[config.mk]
export PLATFORM = sky130hd
export DESIGN_NAME = four_class_strict_priority_queue_unit
export DESIGN_NICKNAME = d
export VERILOG_FILES = /design/src/hw/rtl/fcspq_pkg.sv /design/src/hw/rtl/fcspq_ctrl.sv /design/src/hw/rtl/fcspq_dp.sv /design/src/hw/rtl/four_class_strict_priority_queue_unit.sv
export SDC_FILE = /design/constraint.sdc
export NUM_CORES = 2
export LEC_CHECK = 0
export ABC_AREA = 1
export BUFFER_PORTS_ARGS = -buffer_cell sky130_fd_sc_hd__buf_4
export CORE_ASPECT_RATIO = 0.8
export CORE_MARGIN = 3
export CORE_UTILIZATION = 60
export DETAILED_ROUTE_END_ITERATION = 16
export MAX_ROUTING_LAYER = met4
export PLACE_DENSITY = 0.79
export REMOVE_ABC_BUFFERS = 1
export SLEW_MARGIN = 20
export SYNTH_ARGS = -nofsm -noshare
export SYNTH_HDL_FRONTEND = slang
export SYNTH_SLANG_ARGS = --single-unit
export TNS_END_PERCENT = 100
[constraint.sdc]
create_clock -name i_clk -period 11 [get_ports i_clk]
set_clock_uncertainty 0.15 [all_clocks]
set_input_delay 2.2 -clock i_clk [delete_from_list [all_inputs] [get_ports i_clk]]
set_output_delay 2.2 -clock i_clk [all_outputs]
set_load 0.05 [all_outputs]
[src/hw/rtl/fcspq_pkg.sv]
// Package: shared types and constants of the four-class strict priority queue.
package fcspq_pkg;

    localparam int NUM_CLASSES     = 4;
    localparam int CLASS_W         = 2;
    localparam int TAG_W           = 16;
    localparam int AGE_W           = 7;
    localparam int ENTRY_W         = TAG_W + AGE_W;
    localparam int DEF_QUEUE_DEPTH = 16;

    localparam logic OP_ENQ = 1'b0;
    localparam logic OP_DEQ = 1'b1;

    localparam logic [CLASS_W-1:0] CLS_RED    = 2'd0;
    localparam logic [CLASS_W-1:0] CLS_YELLOW = 2'd1;
    localparam logic [CLASS_W-1:0] CLS_GREEN  = 2'd2;
    localparam logic [CLASS_W-1:0] CLS_WHITE  = 2'd3;

    typedef enum logic [1:0] {
        ST_ENQ   = 2'd0,
        ST_DEQ   = 2'd1,
        ST_EMPTY = 2'd2,
        ST_FULL  = 2'd3
    } t_status;

    typedef enum logic [1:0] {
        S_IDLE,
        S_EXEC,
        S_RESP
    } t_state;

    typedef struct packed {
        logic               op;
        logic [CLASS_W-1:0] priority_class;
        logic [TAG_W-1:0]   entry_tag;
        logic [AGE_W-1:0]   entry_age;
    } t_in_item;

    typedef struct packed {
        logic [1:0]         status;
        logic [CLASS_W-1:0] out_class;
        logic [TAG_W-1:0]   out_tag;
        logic [AGE_W-1:0]   out_age;
        logic               all_empty;
    } t_out_item;

    typedef struct packed {
        logic load;
        logic exec;
    } t_dp_cmd;

endpackage

[src/hw/rtl/fcspq_ctrl.sv]
// Controller: sequences one transaction through capture, queue update and response.
module fcspq_ctrl (
    input  logic              i_clk,
    input  logic              i_rst_n,
    input  logic              i_in_valid,
    output logic              o_in_stall,
    output logic              o_out_valid,
    input  logic              i_out_stall,
    output fcspq_pkg::t_dp_cmd o_cmd
);
    import fcspq_pkg::*;

    t_state r_state;
    t_state n_state;

    always_ff @(posedge i_clk) begin
        if (!i_rst_n) begin
            r_state <= S_IDLE;
        end else begin
            r_state <= n_state;
        end
    end

    always_comb begin
        n_state = r_state;
        case (r_state)
            S_IDLE: begin
                if (i_in_valid) n_state = S_EXEC;
            end
            S_EXEC: begin
                n_state = S_RESP;
            end
            S_RESP: begin
                if (!i_out_stall) n_state = S_IDLE;
            end
            default: begin
                n_state = S_IDLE;
            end
        endcase
    end

    always_comb begin
        o_in_stall  = 1'b1;
        o_out_valid = 1'b0;
        o_cmd       = '0;
        case (r_state)
            S_IDLE: begin
                o_in_stall = 1'b0;
                o_cmd.load = i_in_valid;
            end
            S_EXEC: begin
                o_cmd.exec = 1'b1;
            end
            S_RESP: begin
                o_out_valid = 1'b1;
            end
            default: begin
                o_in_stall = 1'b1;
            end
        endcase
    end

`ifndef SYNTHESIS
    a_resp_blocks_input: assert property (@(posedge i_clk) disable iff (!i_rst_n)
        o_out_valid |-> o_in_stall)
        else $error("input taken while a result is pending");

    a_accept_starts_exec: assert property (@(posedge i_clk) disable iff (!i_rst_n)
        (i_in_valid && !o_in_stall) |=> o_cmd.exec)
        else $error("accepted transaction not executed next cycle");

    a_exec_gives_result: assert property (@(posedge i_clk) disable iff (!i_rst_n)
        o_cmd.exec |=> (o_out_valid && !o_cmd.exec))
        else $error("update cycle not followed by a result");
`endif

endmodule

[src/hw/rtl/fcspq_dp.sv]
// Datapath: entry memory, ring pointers, occupancy counters and result registers.
module fcspq_dp #(
    parameter int QUEUE_DEPTH = fcspq_pkg::DEF_QUEUE_DEPTH
) (
    input  logic                 i_clk,
    input  logic                 i_rst_n,
    input  fcspq_pkg::t_dp_cmd   i_cmd,
    input  fcspq_pkg::t_in_item  i_in,
    output fcspq_pkg::t_out_item o_out
);
    import fcspq_pkg::*;

    localparam int PTR_W     = $clog2(QUEUE_DEPTH);
    localparam int OCC_W     = $clog2(QUEUE_DEPTH + 1);
    localparam int ADDR_W    = CLASS_W + PTR_W;
    localparam int MEM_DEPTH = NUM_CLASSES << PTR_W;

    localparam logic [PTR_W-1:0] PTR_LAST = PTR_W'(QUEUE_DEPTH - 1);
    localparam logic [OCC_W-1:0] OCC_FULL = OCC_W'(QUEUE_DEPTH);

    logic [ENTRY_W-1:0] r_mem [MEM_DEPTH];

    t_in_item           r_item;
    logic [PTR_W-1:0]   r_rp  [NUM_CLASSES];
    logic [PTR_W-1:0]   r_wp  [NUM_CLASSES];
    logic [OCC_W-1:0]   r_occ [NUM_CLASSES];
    logic [PTR_W-1:0]   n_rp  [NUM_CLASSES];
    logic [PTR_W-1:0]   n_wp  [NUM_CLASSES];
    logic [OCC_W-1:0]   n_occ [NUM_CLASSES];

    t_status            r_status;
    t_status            n_status;
    logic [CLASS_W-1:0] r_out_class;
    logic               r_all_empty;
    logic [ENTRY_W-1:0] r_rd_data;

    logic [CLASS_W-1:0] pick;
    logic               found;
    logic               enq_full;
    logic               do_write;
    logic               do_read;
    logic [ADDR_W-1:0]  wr_addr;
    logic [ADDR_W-1:0]  rd_addr;
    logic               n_all_empty;

    // red wins: scan from white up so the lowest nonempty code is kept
    always_comb begin
        pick  = CLS_RED;
        found = 1'b0;
        for (int c = NUM_CLASSES - 1; c >= 0; c--) begin
            if (r_occ[c] != '0) begin
                pick  = CLASS_W'(c);
                found = 1'b1;
            end
        end
    end

    assign enq_full = (r_occ[r_item.priority_class] == OCC_FULL);
    assign do_write = i_cmd.exec && (r_item.op == OP_ENQ) && !enq_full;
    assign do_read  = i_cmd.exec && (r_item.op == OP_DEQ) && found;
    assign wr_addr  = {r_item.priority_class, r_wp[r_item.priority_class]};
    assign rd_addr  = {pick, r_rp[pick]};

    always_comb begin
        n_rp     = r_rp;
        n_wp     = r_wp;
        n_occ    = r_occ;
        n_status = ST_ENQ;
        if (r_item.op == OP_ENQ) begin
            if (enq_full) begin
                n_status = ST_FULL;
            end else begin
                n_status = ST_ENQ;
                n_wp[r_item.priority_class] = (r_wp[r_item.priority_class] == PTR_LAST) ?
                    '0 : r_wp[r_item.priority_class] + 1'b1;
                n_occ[r_item.priority_class] = r_occ[r_item.priority_class] + 1'b1;
            end
        end else begin
            if (found) begin
                n_status    = ST_DEQ;
                n_rp[pick]  = (r_rp[pick] == PTR_LAST) ? '0 : r_rp[pick] + 1'b1;
                n_occ[pick] = r_occ[pick] - 1'b1;
            end else begin
                n_status = ST_EMPTY;
            end
        end
        n_all_empty = 1'b1;
        for (int c = 0; c < NUM_CLASSES; c++) begin
            if (n_occ[c] != '0) n_all_empty = 1'b0;
        end
    end

    always_ff @(posedge i_clk) begin
        if (!i_rst_n) begin
            for (int c = 0; c < NUM_CLASSES; c++) begin
                r_rp[c]  <= '0;
                r_wp[c]  <= '0;
                r_occ[c] <= '0;
            end
        end else if (i_cmd.exec) begin
            r_rp  <= n_rp;
            r_wp  <= n_wp;
            r_occ <= n_occ;
        end
    end

    always_ff @(posedge i_clk) begin
        if (i_cmd.load) begin
            r_item <= i_in;
        end
        if (i_cmd.exec) begin
            r_status    <= n_status;
            r_out_class <= found ? pick : CLS_RED;
            r_all_empty <= n_all_empty;
        end
    end

    always_ff @(posedge i_clk) begin
        if (do_write) begin
            r_mem[wr_addr] <= {r_item.entry_tag, r_item.entry_age};
        end
        if (do_read) begin
            r_rd_data <= r_mem[rd_addr];
        end
    end

    always_comb begin
        o_out           = '0;
        o_out.status    = r_status;
        o_out.all_empty = r_all_empty;
        if (r_status == ST_DEQ) begin
            o_out.out_class = r_out_class;
            o_out.out_tag   = r_rd_data[ENTRY_W-1:AGE_W];
            o_out.out_age   = r_rd_data[AGE_W-1:0];
        end
    end

`ifndef SYNTHESIS
    a_occ_bounded: assert property (@(posedge i_clk) disable iff (!i_rst_n)
        (r_occ[0] <= OCC_FULL) && (r_occ[1] <= OCC_FULL) &&
        (r_occ[2] <= OCC_FULL) && (r_occ[3] <= OCC_FULL))
        else $error("queue occupancy above depth");

    a_enq_counts: assert property (@(posedge i_clk) disable iff (!i_rst_n)
        do_write |=> (r_occ[r_item.priority_class] ==
                      $past(r_occ[r_item.priority_class]) + 1'b1))
        else $error("enqueue did not bump occupancy");

    a_deq_class: assert property (@(posedge i_clk) disable iff (!i_rst_n)
        do_read |=> ((r_status == ST_DEQ) && (r_out_class == $past(pick))))
        else $error("dequeue result class mismatch");

    a_empty_flag: assert property (@(posedge i_clk) disable iff (!i_rst_n)
        (i_cmd.exec && !found && (r_item.op == OP_DEQ)) |=>
        ((r_status == ST_EMPTY) && r_all_empty))
        else $error("empty dequeue misreported");
`endif

endmodule

[src/hw/rtl/four_class_strict_priority_queue_unit.sv]
// Four-class strict priority queue: one transaction at a time through capture, a
// queue update with one memory access and a result, held while the output stalls;
// the next transaction is taken the cycle after the result is taken. Each
// class (red, yellow, green, white, highest first) is a ring of QUEUE_DEPTH entries
// in one shared entry memory with a registered read; no clearing pass after reset.
module four_class_strict_priority_queue_unit #(
    parameter int QUEUE_DEPTH = fcspq_pkg::DEF_QUEUE_DEPTH
) (
    input  logic                 i_clk,
    input  logic                 i_rst_n,
    input  logic                 i_in_valid,
    output logic                 o_in_stall,
    input  fcspq_pkg::t_in_item  i_in,
    output logic                 o_out_valid,
    input  logic                 i_out_stall,
    output fcspq_pkg::t_out_item o_out
);
    import fcspq_pkg::*;

    t_dp_cmd cmd;

    fcspq_ctrl u_ctrl (
        .i_clk       (i_clk),
        .i_rst_n     (i_rst_n),
        .i_in_valid  (i_in_valid),
        .o_in_stall  (o_in_stall),
        .o_out_valid (o_out_valid),
        .i_out_stall (i_out_stall),
        .o_cmd       (cmd)
    );

    fcspq_dp #(
        .QUEUE_DEPTH (QUEUE_DEPTH)
    ) u_dp (
        .i_clk   (i_clk),
        .i_rst_n (i_rst_n),
        .i_cmd   (cmd),
        .i_in    (i_in),
        .o_out   (o_out)
    );

endmodule
### After elaboration in Yosys (flattened, before gate mapping)

Memories as Yosys holds them, arrays and structs flattened. A register that Yosys moved wholly into a read port is not among the register bits.
Cells that the tools add are included.

* flip-flop bits (word level): 85
* bits in writable memories: 1472
* logic and storage cells: 112
* memories kept: 1

* add/sub/neg operators: 4
* $lt $le $gt $ge: 4
* eq/ne operators: 8
* muxes and demuxes: 51
* bitwise operators: 4
* reduce and logical (&&, ||, !) cells: 20

Memory list
* u_dp.r_mem: depth 64, bits a word 23, rd ports 1, clocked after Yosys merged registers in 1, wr ports 1, RTL line fcspq_dp.sv:21 `logic [ENTRY_W-1:0] r_mem [MEM_DEPTH];`

Operator list (number)
* $mux 20: 3
* $bwmux 20: 2
* $reduce_bool 5->1: 8
* $bwmux 16: 2
* $mux 4: 8
* $mux 5: 6
* $mux 25: 1
* $bmux 5 s2: 2
* $demux 5 s2: 2
* $mux 2: 9
* $bmux 4 s2: 2
* $demux 4 s2: 2
* $mux 1: 11
* $add 4x1->4 const B: 2
* $eq 4x4->1 const B: 2
* $ge 3x3->1 const B: 2
* $logic_and 1x1->1: 6
* $lt 3x1->1 const B: 2
* $not 2->3: 2
* $pmux 2 s3: 1
* $reduce_and 3->1: 2
* $add 5x1->5 const B: 1
* $eq 5x5->1 const B: 1
* $sub 5x1->5 const B: 1
* 8 further kinds: 11

### Longest topological paths before layout

* depth after elaboration: 15
* gate-level depth with buffers: 20
* depth with buffers taken out: 20

### Cells and area by module

A second synthesis with hierarchy kept.

* cells, all modules: 6617
* area total of the unflattened synthesis: 70458.8 µm²

By module, submodules not included
* fcspq_dp: instances 1, cells an instance 6602, area an instance 70343.7 µm², sequential area each 46864.9 µm²
* fcspq_ctrl: instances 1, cells an instance 15, area an instance 115.1 µm², sequential area each 40.0 µm²

### Least setup slack after synthesis

Ideal clock, no wire load.

* path kind: register to register
* from: reg u_dp.r_item[23] in the netlist's numbering
* to: mem u_dp.r_mem[63][0] in the netlist's numbering, enable pin
* setup time: 432 ps
* data arrival time: 3631 ps
* data required time: 10418 ps
* slack: 6787 ps
* stages on the path, launching flop included: 14
* path buffers: 3
* period minus slack after synthesis: 4213 ps
* path through: edfxtp_1 buf_2 nor2_2 a22oi_1 nand3_1 inv_1 ha_1 inv_1 nor2_1 nand2_2 buf_6 nand2_2 buf_1 nor3_1

* longest elaborated chain between the ends: 9

Ends and longest elaborated chain
* from (decl): RTL line fcspq_dp.sv:23 `t_in_item r_item;`
* from (signal assigned): RTL line fcspq_dp.sv:109 `r_item <= i_in;`
* $not 2->3 (implied by the code): RTL line fcspq_dp.sv:58, fcspq_dp.sv:61
* $bmux 5 s2: RTL line fcspq_dp.sv:58 `assign enq_full = (r_occ[r_item.priority_class] == OCC_FULL);`
* $mux 5 (implied by the code) (2 in a row): RTL line fcspq_dp.sv:58
* $eq 5x5->1: RTL line fcspq_dp.sv:58
* $logic_not 1->1: RTL line fcspq_dp.sv:59 `assign do_write = i_cmd.exec && (r_item.op == OP_ENQ) && !enq_full;`
* $logic_and 1x1->1: RTL line fcspq_dp.sv:59
* $mux 1: RTL line fcspq_dp.sv:119 `if (do_write) begin`
* $mux 1 (implied by the code): RTL line fcspq_dp.sv:120 `r_mem[wr_addr] <= {r_item.entry_tag, r_item.entry_age};`
* to (decl): RTL line fcspq_dp.sv:21

Several ways; a longest one is shown, not always the timed one. The select of a mux whose other input is x is not followed.

### Worst setup path after layout

* from: reg u_dp.r_occ[16] in the netlist's numbering
* to: reg u_dp.r_rd_data[11], read port of u_dp.r_mem, data pin

* longest elaborated chain between the ends: 6

Ends and longest elaborated chain
* from (decl): RTL line fcspq_dp.sv:26 `logic [OCC_W-1:0] r_occ [NUM_CLASSES];`
* from (signal assigned): RTL line fcspq_dp.sv:103 `r_occ <= n_occ;`
* $reduce_bool 5->1 *: RTL line fcspq_dp.sv:51 `if (r_occ[c] != '0) begin`
* $mux 2: RTL line fcspq_dp.sv:51
* $not 2->3 (implied by the code): RTL line fcspq_dp.sv:62 `assign rd_addr = {pick, r_rp[pick]};`
* $bmux 4 s2: RTL line fcspq_dp.sv:62
* $mux 4 (implied by the code) (2 in a row): RTL line fcspq_dp.sv:62
* to (decl): RTL line fcspq_dp.sv:35 `logic [ENTRY_W-1:0] r_rd_data;`

Mark *: on every way between the ends. The rest lies on a longest branch, timed or not. The select of a mux whose other input is x is not followed.
A chain may end at the register's enable or synchronous reset.

==> impl_metrics.ini <==
[routing]
drtPass1Iterations = 7
ant_nets = 0
drt_iter0_drc = 8163
vias_per_cell = 5.96
drc_errors = 0
wire_per_inst_um = 23.5
via_count = 50673
drt-total-wl_um = 200000

[place]
placed_cells = 8225
postPlaceCellArea_um2 = 72400
place.gp.congestion = 0.917
dp_hpwl_um = 106000
io_buffer_count = 59

[synthesis]
avgSynthCellArea_um2 = 10.3
syn_area_um2 = 70800
ys_seq_area_frac = 0.663
ys_seq_elements = 1580
netlist_instances = 6875
ys_warn_count = 0
ys_types = 37

[clocking]
cts_buffers = 147
cts_max_level = 4
cts_resized = 0
cts-hold-fix-buffers = 0
clock_sinks = 1580
clk_path_buf_depth = 3
path_clk_slew_ps = 60
cts_tree = done
cts-root-buf = clkbuf_16
clk_latency_ps = 780
cts_setup_buffers = 0

[sta]
hold_viol_final = 0
hold_slack_ps = 309
worstMarginPinSlew_ps = 1110
setup_viol = 0
fmax_mhz = 152
period_minus_slack_ps = 6570
rsz0062_at_grt = no
fin_crit_sh = 0.597
slew_violations = 0
slew_headroom = 0.262

[final_layout]
nets = 6870
areaGrowthSynthToFinish_pct = 8.84
n_fill_cell = 8470
final_core_util = 0.659
post-route-cell-area_um2 = 77000
layout.cells.non_filler = 8496
drive_above_1_share = 0.0697

[floorplanning]
num_rows = 112
die_y_um = 313
dieArea_um2 = 122000
fp.coreArea_um2 = 117000
ios = 60
die_x_um = 390
start_util = 0.605

[global_route]
grt_pass1_vias = 48685
grt_max_degree = 211
grt_pass1_wl_um = 296000
grt.overflow.total = 0
grt.total_usage = 0.334
antenna_found_initial = 8

[min_path]
hold_path.class = flip-flop to flip-flop
min_to = u_dp.r_wp[0]
hold_start = u_dp.r_wp[0]
hold_depth = 2

[critical_path]
crit_fanout = 109
r2r_start = u_dp.r_occ[16]
rrSetupSlack_ps = 4430
critPathKind = flip-flop to flip-flop
cp.arrival_ps = 6940
critPathLaunchType = flip-flop
setup.worst_path.end_class = flip-flop
cp_data_required_time_ps = 11370
worstRegToRegCells = 18
r2r-end = u_dp.r_rd_data[11]

[power]
ir_drop_v = 0.000178
power_w = 0.0134
cellLeakagePower_nw = 31.7
powerDensity_nw_per_um2 = 174

[run]
max_cap_viol_count = 0

[run_status]
status = finished, final reports clean
## layout by cell type, fill, tap and decap left out, drive strengths merged, types with 54 or more instances in the layout
master / instances
a21oi: 68
buf: 181
clkbuf: 190
clkinv: 70
dfxtp: 54
edfxtp: 1526
inv: 1359
nand2: 1494
nand3: 1396
nand3b: 272
nor2: 165
o21ai: 91
## Yosys cell counts
master    number  share of area
ha_1           5        0.00088
and3_1         1       0.000088
a211oi_1       1        0.00011
or2_0          2        0.00018
nor3_1        19         0.0013
o21ai_0       91         0.0064
nand4_1        5        0.00044
clkbuf_1      68         0.0036
buf_6         47         0.0075
buf_2        195          0.014
xor2_1         3        0.00037
nand2_1     1488          0.079
nand2b_1       1       0.000088
inv_2          5        0.00027
or2_2          1       0.000088
dfxtp_1       54          0.015
edfxtp_1    1526           0.65
nor3_2         1        0.00014
o22ai_1        5        0.00044
nor2_4         4        0.00064
nand3_1     1391          0.098
nand2_2        6        0.00053
clkinv_1      10        0.00053
buf_1         43         0.0023
a21oi_1       68         0.0048
buf_4         17         0.0018
nor2_2        10        0.00088
a22oi_1        3        0.00032
inv_4          1       0.000088
o211ai_1      19         0.0020
nand3_2        5        0.00071
inv_1       1347          0.071
xnor2_1        4        0.00050
and2_1         1       0.000088
o21a_1         5        0.00053
nand3b_1     272          0.029
nor2_1       151         0.0080
## critical path, cell delays in order, from the launching register on
cell     delay (ps)
dfxtp_1         350
nor2_1          190
nand3_2         170
nor2_1          600
nand2_1         260
nand3_4         520
nand3_4         750
inv_8           890
buf_4           590
buf_4           740
nand2_1         130
nand3_1         110
nand3_1          80
nand3_1         140
nand2_1         110
nand2_1         100
nand2_1          80
inv_1           110
nand2_1          60
## through the flow
step | worst slack [ps] | TNS (ps)
after floorplan | -11590 | -395680
after global placement | 4870 | 0
after detailed placement | 4740 | 0
after CTS | 4690 | 0
after global routing | 4190 | 0
final | 4430 | 0
## layout make-up
class	instances	area, um2	share of cell area
flip-flops and latches	1580	46900	0.609
multi-input cells	3562	17000	0.221
inverters	1363	5130	0.0667
clock buffers	190	3980	0.0516
well taps	1539	1930	0.0250
repair buffers	181	1450	0.0188
clock inverters	78	639	0.00830
diodes	3	7.51	0.0000975
## sequential cells by signal, summed over array words and instances, names as in the netlist
signal            flops
u_dp.r_mem         1472
u_dp.r_item          26
u_dp.r_rd_data       23
u_dp.r_occ           20
u_dp.r_rp            16
u_dp.r_wp            16
u_ctrl.r_state        2
u_dp.r_out_class      2
u_dp.r_status         2
u_dp.r_all_empty      1
## power by group
group | internal [W] | switching, W
sequential | 0.00666 | 0.0000222
clock | 0.00275 | 0.00223
combinational | 0.000378 | 0.00139
## worst max-delay path by stage
stage / start / end / depth (start not counted)
final: u_dp.r_occ[16] / u_dp.r_rd_data[11] / 18
after global routing: u_dp.r_occ[15] / u_dp.r_rd_data[11] / 18
after CTS: u_dp.r_occ[15] / u_dp.r_rd_data[11] / 18
after detailed placement: u_dp.r_occ[15] / u_dp.r_rd_data[11] / 18
after global placement: u_dp.r_occ[16] / u_dp.r_rd_data[11] / 18
after floorplan: u_dp.r_occ[16] / u_dp.r_rd_data[2] / 16
## logic make-up (layout without fill, tap and decap cells)
logic type | count (synthesis) | after routing | synth area share
fa+ha+maj | 5 | 5 | 0.000884
flops | 1580 | 1580 | 0.663
simple gates | 3358 | 3358 | 0.219
compound gates | 192 | 192 | 0.0147
other cells | 0 | 3 | 0
buf+inv | 1733 | 1812 | 0.101
xor+xnor | 7 | 7 | 0.000866
## layer usage
metal	wire length (um)	global-route usage	up-vias
met5	0	-	-
met4	8260	0.138	0
met3	29600	0.0805	574
li1	-	-	22501
met1	73100	0.456	23794
met2	88800	0.485	3804
Power figures use the tool's default switching activity.
